--- config.mk ---
export PLATFORM = sky130hd
export DESIGN_NAME = oplb_ctrl
export DESIGN_NICKNAME = d
export VERILOG_FILES = /design/src/hdl/oplb_pkg.sv /design/src/hdl/oplb_ctrl.sv
export SDC_FILE = /design/constraint.sdc
export NUM_CORES = 1
export LEC_CHECK = 0
export BUFFER_PORTS_ARGS = -buffer_cell sky130_fd_sc_hd__buf_2
export CAP_MARGIN = 40
export CORE_AREA = 5 5 49 62
export CTS_CLUSTER_DIAMETER = 50
export DETAILED_ROUTE_END_ITERATION = 7
export DIE_AREA = 0 0 54 67
export PLACE_DENSITY = 0.79
export SETUP_SLACK_MARGIN = 0.3
export SLEW_MARGIN = 30
export SYNTH_ARGS = -nofsm -noshare
export SYNTH_HDL_FRONTEND = slang
export SYNTH_SLANG_ARGS = --single-unit
--- constraint.sdc ---
create_clock -name clk_i -period 1.6 [get_ports clk_i]
set_input_delay 0.16 -clock clk_i [delete_from_list [all_inputs] [get_ports clk_i]]
set_output_delay 0.16 -clock clk_i [all_outputs]
set_load 0.02 [all_outputs]
--- src/hdl/oplb_pkg.sv ---
// Shared types, codes and constants of the obstacle path overlap bounds block.
package oplb_pkg;

  localparam int unsigned MaxPathPoints = 256;
  localparam int unsigned MaxPredPoints = 64;
  localparam int unsigned MaxSteps      = 64;

  localparam int unsigned CoordW  = 31;
  localparam int unsigned LenW    = 30;
  localparam int unsigned TimeW   = 20;
  localparam int unsigned IdW     = 16;
  localparam int unsigned MarginW = 20;
  localparam int unsigned StepTW  = 14;
  localparam int unsigned StepCW  = 7;
  localparam int unsigned BoundW  = 31;
  localparam int unsigned RatioW  = 17;
  localparam int unsigned DivSteps = 17;
  localparam int unsigned CfgIdxW  = 2;
  localparam int unsigned CfgDataW = 20;
  localparam int unsigned InDataW  = 128;
  localparam int unsigned InUserW  = 3;
  localparam int unsigned OutDataW = 112;

  localparam logic [1:0] ActLoadPath = 2'd0;
  localparam logic [1:0] ActLoadPred = 2'd1;
  localparam logic [1:0] ActEval     = 2'd2;

  localparam logic [CfgIdxW-1:0] CfgStepTime   = 2'd0;
  localparam logic [CfgIdxW-1:0] CfgStepCount  = 2'd1;
  localparam logic [CfgIdxW-1:0] CfgSafetyMarg = 2'd2;

  localparam logic [StepTW-1:0]  StepTimeRst  = 14'd100;
  localparam logic [StepCW-1:0]  StepCountRst = 7'd1;
  localparam logic [MarginW-1:0] MarginRst    = 20'd1024;

  typedef enum logic [4:0] {
    ST_IDLE, ST_M2, ST_STEP, ST_P0, ST_PN, ST_SEG, ST_DIV, ST_LX, ST_LX2,
    ST_LY, ST_LY2, ST_PSTART, ST_PDIFF, ST_PSQX, ST_PSQY, ST_PCMP, ST_EMIT
  } state_e;

  typedef enum logic [1:0] {PRD_NONE, PRD_FIRST, PRD_LAST, PRD_NEXT} pred_rd_e;

  typedef enum logic [2:0] {MUL_NONE, MUL_M2, MUL_LX, MUL_LY, MUL_SQX, MUL_SQY} mul_op_e;

  typedef struct packed {
    logic     load_path;
    logic     load_pred;
    logic     latch_eval;
    logic     step_init;
    pred_rd_e pred_rd;
    logic     save_prev;
    logic     obs_from_rd;
    logic     save_seg;
    logic     div_step;
    mul_op_e  mul_op;
    logic     add_lx;
    logic     add_ly;
    logic     path_first;
    logic     path_next;
    logic     path_diff;
    logic     path_cmp;
    logic     emit;
  } cmd_t;

  typedef struct packed {
    logic steps_zero;
    logic pred_empty;
    logic path_empty;
    logic t_le_rd;
    logic t_ge_rd;
    logic in_seg;
    logic seg_last;
    logic d_zero;
    logic path_last;
    logic step_last;
    logic out_free;
  } status_t;

endpackage

--- src/hdl/oplb_ctrl.sv ---
// Sequencer of the obstacle path overlap bounds block.
module oplb_ctrl (
  input  logic               clk_i,
  input  logic               rst_ni,
  input  logic               in_valid_i,
  input  logic [1:0]         in_action_i,
  output logic               in_ready_o,
  input  oplb_pkg::status_t  status_i,
  output oplb_pkg::cmd_t     cmd_o
);

  oplb_pkg::state_e state_q, state_d;
  logic [4:0] cnt_q, cnt_d;

  always_ff @(posedge clk_i or negedge rst_ni) begin
    if (!rst_ni) begin
      state_q <= oplb_pkg::ST_IDLE;
      cnt_q   <= '0;
    end else begin
      state_q <= state_d;
      cnt_q   <= cnt_d;
    end
  end

  always_comb begin
    state_d    = state_q;
    cnt_d      = cnt_q;
    in_ready_o = 1'b0;
    cmd_o      = '0;
    case (state_q)
      oplb_pkg::ST_IDLE: begin
        in_ready_o = 1'b1;
        if (in_valid_i) begin
          case (in_action_i)
            oplb_pkg::ActLoadPath: cmd_o.load_path = 1'b1;
            oplb_pkg::ActLoadPred: cmd_o.load_pred = 1'b1;
            oplb_pkg::ActEval: begin
              if (!status_i.steps_zero) begin
                cmd_o.latch_eval = 1'b1;
                state_d = oplb_pkg::ST_M2;
              end
            end
            default: ;
          endcase
        end
      end
      oplb_pkg::ST_M2: begin
        cmd_o.mul_op = oplb_pkg::MUL_M2;
        state_d = oplb_pkg::ST_STEP;
      end
      oplb_pkg::ST_STEP: begin
        cmd_o.step_init = 1'b1;
        if (status_i.pred_empty) begin
          state_d = oplb_pkg::ST_EMIT;
        end else begin
          cmd_o.pred_rd = oplb_pkg::PRD_FIRST;
          state_d = oplb_pkg::ST_P0;
        end
      end
      oplb_pkg::ST_P0: begin
        if (status_i.t_le_rd) begin
          cmd_o.obs_from_rd = 1'b1;
          state_d = oplb_pkg::ST_PSTART;
        end else begin
          cmd_o.save_prev = 1'b1;
          cmd_o.pred_rd = oplb_pkg::PRD_LAST;
          state_d = oplb_pkg::ST_PN;
        end
      end
      oplb_pkg::ST_PN: begin
        if (status_i.t_ge_rd) begin
          cmd_o.obs_from_rd = 1'b1;
          state_d = oplb_pkg::ST_PSTART;
        end else begin
          cmd_o.pred_rd = oplb_pkg::PRD_NEXT;
          state_d = oplb_pkg::ST_SEG;
        end
      end
      oplb_pkg::ST_SEG: begin
        if (status_i.in_seg) begin
          cmd_o.save_seg = 1'b1;
          cnt_d = '0;
          state_d = oplb_pkg::ST_DIV;
        end else if (status_i.seg_last) begin
          state_d = oplb_pkg::ST_EMIT;  // times out of order: no segment
        end else begin
          cmd_o.save_prev = 1'b1;
          cmd_o.pred_rd = oplb_pkg::PRD_NEXT;
        end
      end
      oplb_pkg::ST_DIV: begin
        if (status_i.d_zero) begin
          state_d = oplb_pkg::ST_LX;
        end else begin
          cmd_o.div_step = 1'b1;
          cnt_d = cnt_q + 5'd1;
          if (cnt_q == 5'(oplb_pkg::DivSteps - 1)) state_d = oplb_pkg::ST_LX;
        end
      end
      oplb_pkg::ST_LX: begin
        cmd_o.mul_op = oplb_pkg::MUL_LX;
        state_d = oplb_pkg::ST_LX2;
      end
      oplb_pkg::ST_LX2: begin
        cmd_o.add_lx = 1'b1;
        state_d = oplb_pkg::ST_LY;
      end
      oplb_pkg::ST_LY: begin
        cmd_o.mul_op = oplb_pkg::MUL_LY;
        state_d = oplb_pkg::ST_LY2;
      end
      oplb_pkg::ST_LY2: begin
        cmd_o.add_ly = 1'b1;
        state_d = oplb_pkg::ST_PSTART;
      end
      oplb_pkg::ST_PSTART: begin
        if (status_i.path_empty) begin
          state_d = oplb_pkg::ST_EMIT;
        end else begin
          cmd_o.path_first = 1'b1;
          state_d = oplb_pkg::ST_PDIFF;
        end
      end
      oplb_pkg::ST_PDIFF: begin
        cmd_o.path_diff = 1'b1;
        state_d = oplb_pkg::ST_PSQX;
      end
      oplb_pkg::ST_PSQX: begin
        cmd_o.mul_op = oplb_pkg::MUL_SQX;
        state_d = oplb_pkg::ST_PSQY;
      end
      oplb_pkg::ST_PSQY: begin
        cmd_o.mul_op = oplb_pkg::MUL_SQY;
        state_d = oplb_pkg::ST_PCMP;
      end
      oplb_pkg::ST_PCMP: begin
        cmd_o.path_cmp = 1'b1;
        if (status_i.path_last) begin
          state_d = oplb_pkg::ST_EMIT;
        end else begin
          cmd_o.path_next = 1'b1;
          state_d = oplb_pkg::ST_PDIFF;
        end
      end
      oplb_pkg::ST_EMIT: begin
        if (status_i.out_free) begin
          cmd_o.emit = 1'b1;
          state_d = status_i.step_last ? oplb_pkg::ST_IDLE : oplb_pkg::ST_STEP;
        end
      end
      default: state_d = oplb_pkg::ST_IDLE;
    endcase
  end

endmodule

# After elaboration in Yosys (flattened, before gate mapping)
# Cells that the tools add are included.
dict set report word_totals {
  wordCells 86
  reg_bits 10
  input_bits 16
}
dict set report classes {
  n_reduce_logical 5
  mux 51
  n_eq_ne 27
  n_addsub 1
}
# op n
set op_table {}
lappend op_table {{$pmux W5 S17} 1}
lappend op_table {{$mux W5} 13}
lappend op_table {{$eq A5 B4 Y1 const B} 8}
lappend op_table {{$mux W1} 23}
lappend op_table {{$eq A5 B3 Y1 const B} 4}
lappend op_table {{$mux W3} 5}
lappend op_table {{$pmux W3 S5} 1}
lappend op_table {{$eq A5 B2 Y1 const B} 2}
lappend op_table {{$eq A5 B5 Y1 const B} 2}
lappend op_table {{$ne A2 B2 Y1 const B} 5}
lappend op_table {{$pmux W5 S2} 1}
lappend op_table {{$mux W4} 2}
lappend op_table {{$pmux W2 S4} 1}
lappend op_table {{$ne A3 B3 Y1 const B} 2}
lappend op_table {{$reduce_and A6 Y1} 1}
lappend op_table {{$add A5 B1 Y5 const B} 1}
lappend op_table {{$eq A5 B1 Y1 const B} 1}
lappend op_table {{$logic_not A5 Y1} 1}
lappend op_table {{$mux W2} 2}
lappend op_table {{$pmux W1 S2} 2}
lappend op_table {{$reduce_and A3 Y1} 1}
lappend op_table {{$eq A2 B1 Y1 const B} 1}
lappend op_table {{$eq A2 B2 Y1 const B} 1}
lappend op_table {{$logic_not A2 Y1} 1}
lappend op_table {{2 further kinds} 2}

# Logic depth before layout (Yosys ltp)
dict set report depth {
  ltp_word 4
  depth_mapped 7
  depth_no_buf 5
}

# Worst setup path before layout
# Ideal clock, no wire load.
dict set report synth_timing {
  path_type {register to output}
  start {reg state_q[2]}
  end {out cmd_o[14] (netlist name)}
  t_required_ns 1.440
  arrival_ns 1.751
  path_stages_with_launch 5
  path_slack_ns -0.311
  path_cell_list {dfrtp_1 clkbuf_1 or3b_1 clkbuf_1 o41ai_1}
}
# item line_no
set synth_lines {}
lappend synth_lines {{from (decl)} oplb_ctrl.sv:12} ;# oplb_pkg::state_e state_q, state_d;
lappend synth_lines {{from (signal assigned)} oplb_ctrl.sv:17} ;# state_q <= oplb_pkg::ST_IDLE;
lappend synth_lines {{from (signal assigned)} oplb_ctrl.sv:20} ;# state_q <= state_d;
lappend synth_lines {{to (decl)} oplb_ctrl.sv:9} ;# output oplb_pkg::cmd_t cmd_o

==> metrics.cfg <==
[critical_path]
rr_worst_depth = 5
worstSetupPathType = reg2out
critPathRequiredTime_ns = 1.44
arrival_ns = 1.74
setup.worst_path.start_class = flip-flop
critPathMaxFanout = 12
endpoint_kind = output port

[final_layout]
final_cells = 230
areaGrowthSynthToFinish_pct = 92.2
nFillCells = 146
num-nets-final = 216
diodes = 0
drive_above_1_share_pct = 62.4

[synth]
yosysMostFrequentCell = nor2_1
synth_top_area_cell = dfrtp_1
seq_area_frac_synth_pct = 24.8
synthCells = 131
avgSynthCellArea_sq_um = 7.70
synth_edf_count = 0
async_flop_share_pct = 100
synthTopCellsByCount = nor2_1 (17), dfrtp_1 (10), a21oi_1 (7), nand3_1 (7), nor3_1 (7)
synth_top_area_share_pct = 24.8
synth_area_sq_um = 1010
ys_ff_latch = 10
ys_warn_count = 0
synthTopCellsByArea = dfrtp_1 (25%), nor2_1 (6.3%), a21oi_1 (3.5%)
syn_nets = 149
synthFlopType = dfrtp_1
yosysUniqueCellTypes = 44

[min_path]
hold_path.class = in2reg
whs_path_depth = 3

[place]
dp_hpwl_microns = 2650
gp_congestion = 0.837
portBuffers = 36
dp.cells = 206

[floorplanning]
start_util_pct = 42.4
core.rowCount = 20
core_area_sq_um = 2380
die_width_microns = 54
io_pins = 37
dieArea_sq_um = 3620
die_h_microns = 67

[power]
internal_power_mw = 1.67
switchingPower_mw = 1.45
comb_power_share_pct = 78.8
power_density_nw_per_um2 = 1610
power_leakage_nw = 0.839
sw_frac_of_total_pct = 46.6
clkPwrFrac_pct = 7.5
ir_drop_uv = 1080
p_seq_share_pct = 13.8

[drt]
detail_route.first_pass.iterations = 4
ant_nets = 0
first_iter_violations = 40
wirelength_microns = 4310
vias_per_cell = 5.80
wl_per_cell_microns = 18.8
drt_drc_violations_left = 0
vias = 1334

[clock_network]
cts_root_buffer = clkbuf_4
numCtsBuffers = 3
clock_latency_ns = 0.26
cts_sinks = 10
clk_pin_slew_ns = 0.07
clockBufferDepth = 2
htreeDepth = 1
cts_tree = done

[run]
drv_cap = 0

[timing]
setup_ws_ns = -0.295
rsz0062_at_grt = true
slew_headroom_pct = 73.0
fmax_mhz = 528
fin_crit_ns = 1.90
timing_hold_violations_final = 0
finalMaxSlewViolations = 0
worst_pin_slew_ns = 0.402
setup_viol = 29
finalSetupTns_ns = -4.02
skew_ns = 0.000698
min_period_over_period_pct = 118

[global_routing]
gr-total-overflow = 0
grt_antenna_before_repair = 0
grt_max_degree = 15
grt_usage_pct = 23.8
grt_pass1_wl_microns = 6380
grt_pass1_vias = 1425

[outcome]
status = finished, violations left
violations = setup timing

==> path summary, 6_finish.rpt <==
path	slack, ns	end	start
min in group asynchronous	0.30	cnt_q[2]	rst_ni
worst max register to register	-0.17	cnt_q[2]	state_q[4]
max in group asynchronous	1.09	state_q[1]	rst_ni
worst max-delay path	-0.30	cmd_o[14]	state_q[0]
worst min-delay path	0.17	state_q[4]	status_i[0]
worst min register to register	0.53	cnt_q[2]	cnt_q[2]
==> critical path: stages, from the launching register on <==
cell and delay [ns]:
dfrtp_2 0.46, buf_6 0.17, nor2_1 0.13, a21oi_1 0.06
or3_4 0.40, o41ai_2 0.06, buf_4 0.19
==> stage by stage <==
| step | setup WS, ns | hold slack (ns) | util [%] | total power, mW | area [sq um] |
|---|---|---|---|---|---|
| after floorplan | -0.216 | -0.136 | - | 1.63 | 1200 |
| after global placement | -0.0147 | 0.0248 | 60.8 | 1.99 | 1450 |
| after detailed placement | -0.0602 | 0.0330 | 60.8 | 2.05 | 1450 |
| after CTS | -0.293 | 0.170 | 74.4 | 2.74 | 1770 |
| after global routing | -0.343 | 0.175 | 81.5 | 3.28 | 1940 |
| final | -0.295 | 0.170 | 81.5 | 3.12 | 1940 |
==> power groups by stage <==
| stage | Clock (mW) | Combinational [mW] | Sequential [mW] |
|---|---|---|---|
| 3_5_place_dp | 0 | 1.64 | 0.410 |
| 6_report | 0.232 | 2.46 | 0.430 |
| 4_1_cts | 0.237 | 2.09 | 0.414 |
| 2_1_floorplan | 0 | 1.26 | 0.374 |
| 3_3_place_gp | 0 | 1.59 | 0.403 |
| 5_1_grt | 0.247 | 2.59 | 0.439 |
==> cell usage in the layout (no fill, tap or decap), types with 2 or more instances in the layout <==
cell type,instances
a211oi_1,2
a21oi_1,7
a22o_1,3
a31oi_1,2
and3_4,2
buf_2,15
buf_4,29
buf_6,26
clkbuf_4,3
dfrtp_1,8
dfrtp_2,2
ha_1,2
inv_1,3
mux2_4,2
nand2_1,2
nand2_2,2
nand2_4,2
nand2b_1,2
nand2b_4,2
nand3_1,7
nand3b_1,3
nor2_1,11
nor2_2,2
nor2_4,5
nor3_1,3
nor3_4,5
nor4_1,2
nor4_4,3
o21ai_1,4
or3_4,3
or3b_4,4
xnor2_1,3
==> metal layers <==
metal / part of all wire, % / vias up / track usage, %
li1: - / 616 / -
met1: 37 / 645 / 25.9
met2: 57 / 59 / 43.5
met3: 4.1 / 14 / 3.13
met4: 2.6 / 0 / 11.5
met5: 0 / - / 0
==> timing repair <==
item / CTS / global route
setup endpoints to repair: 31 / 31
pin swaps: 9 / 11
hold buffers: 1 / 0
resized for setup: 56 / 25
hold endpoints to repair: 10 / 0
buffers inserted: 11 / 8
==> area by class of cell <==
type / instances / area (sq um) / share of cell area [%]
clock buffers: 4 / 36.3 / 1.87
inverters: 4 / 18.8 / 0.968
multi-input cells: 106 / 958 / 49.5
flip-flops and latches: 10 / 253 / 13.0
well taps: 33 / 41.3 / 2.13
repair buffers: 73 / 631 / 32.5
==> logic make-up after synthesis <==
family,Yosys count,share of synthesized area [%]
AO/OA/AOI/OAI,25,15.9
XOR/XNOR,3,2.61
adder cells (fa/ha/maj),2,2.48
buffers and inverters,15,6.58
flip-flops,10,24.8
multiplexers,3,3.97
AND/OR/NAND/NOR,73,43.7
==> registers in the layout, summed over array words and instances (netlist names) <==
| name | flops |
|---|---|
| state_q | 5 |
| cnt_q | 5 |
Note: power is estimated with default switching activity, not from simulation.
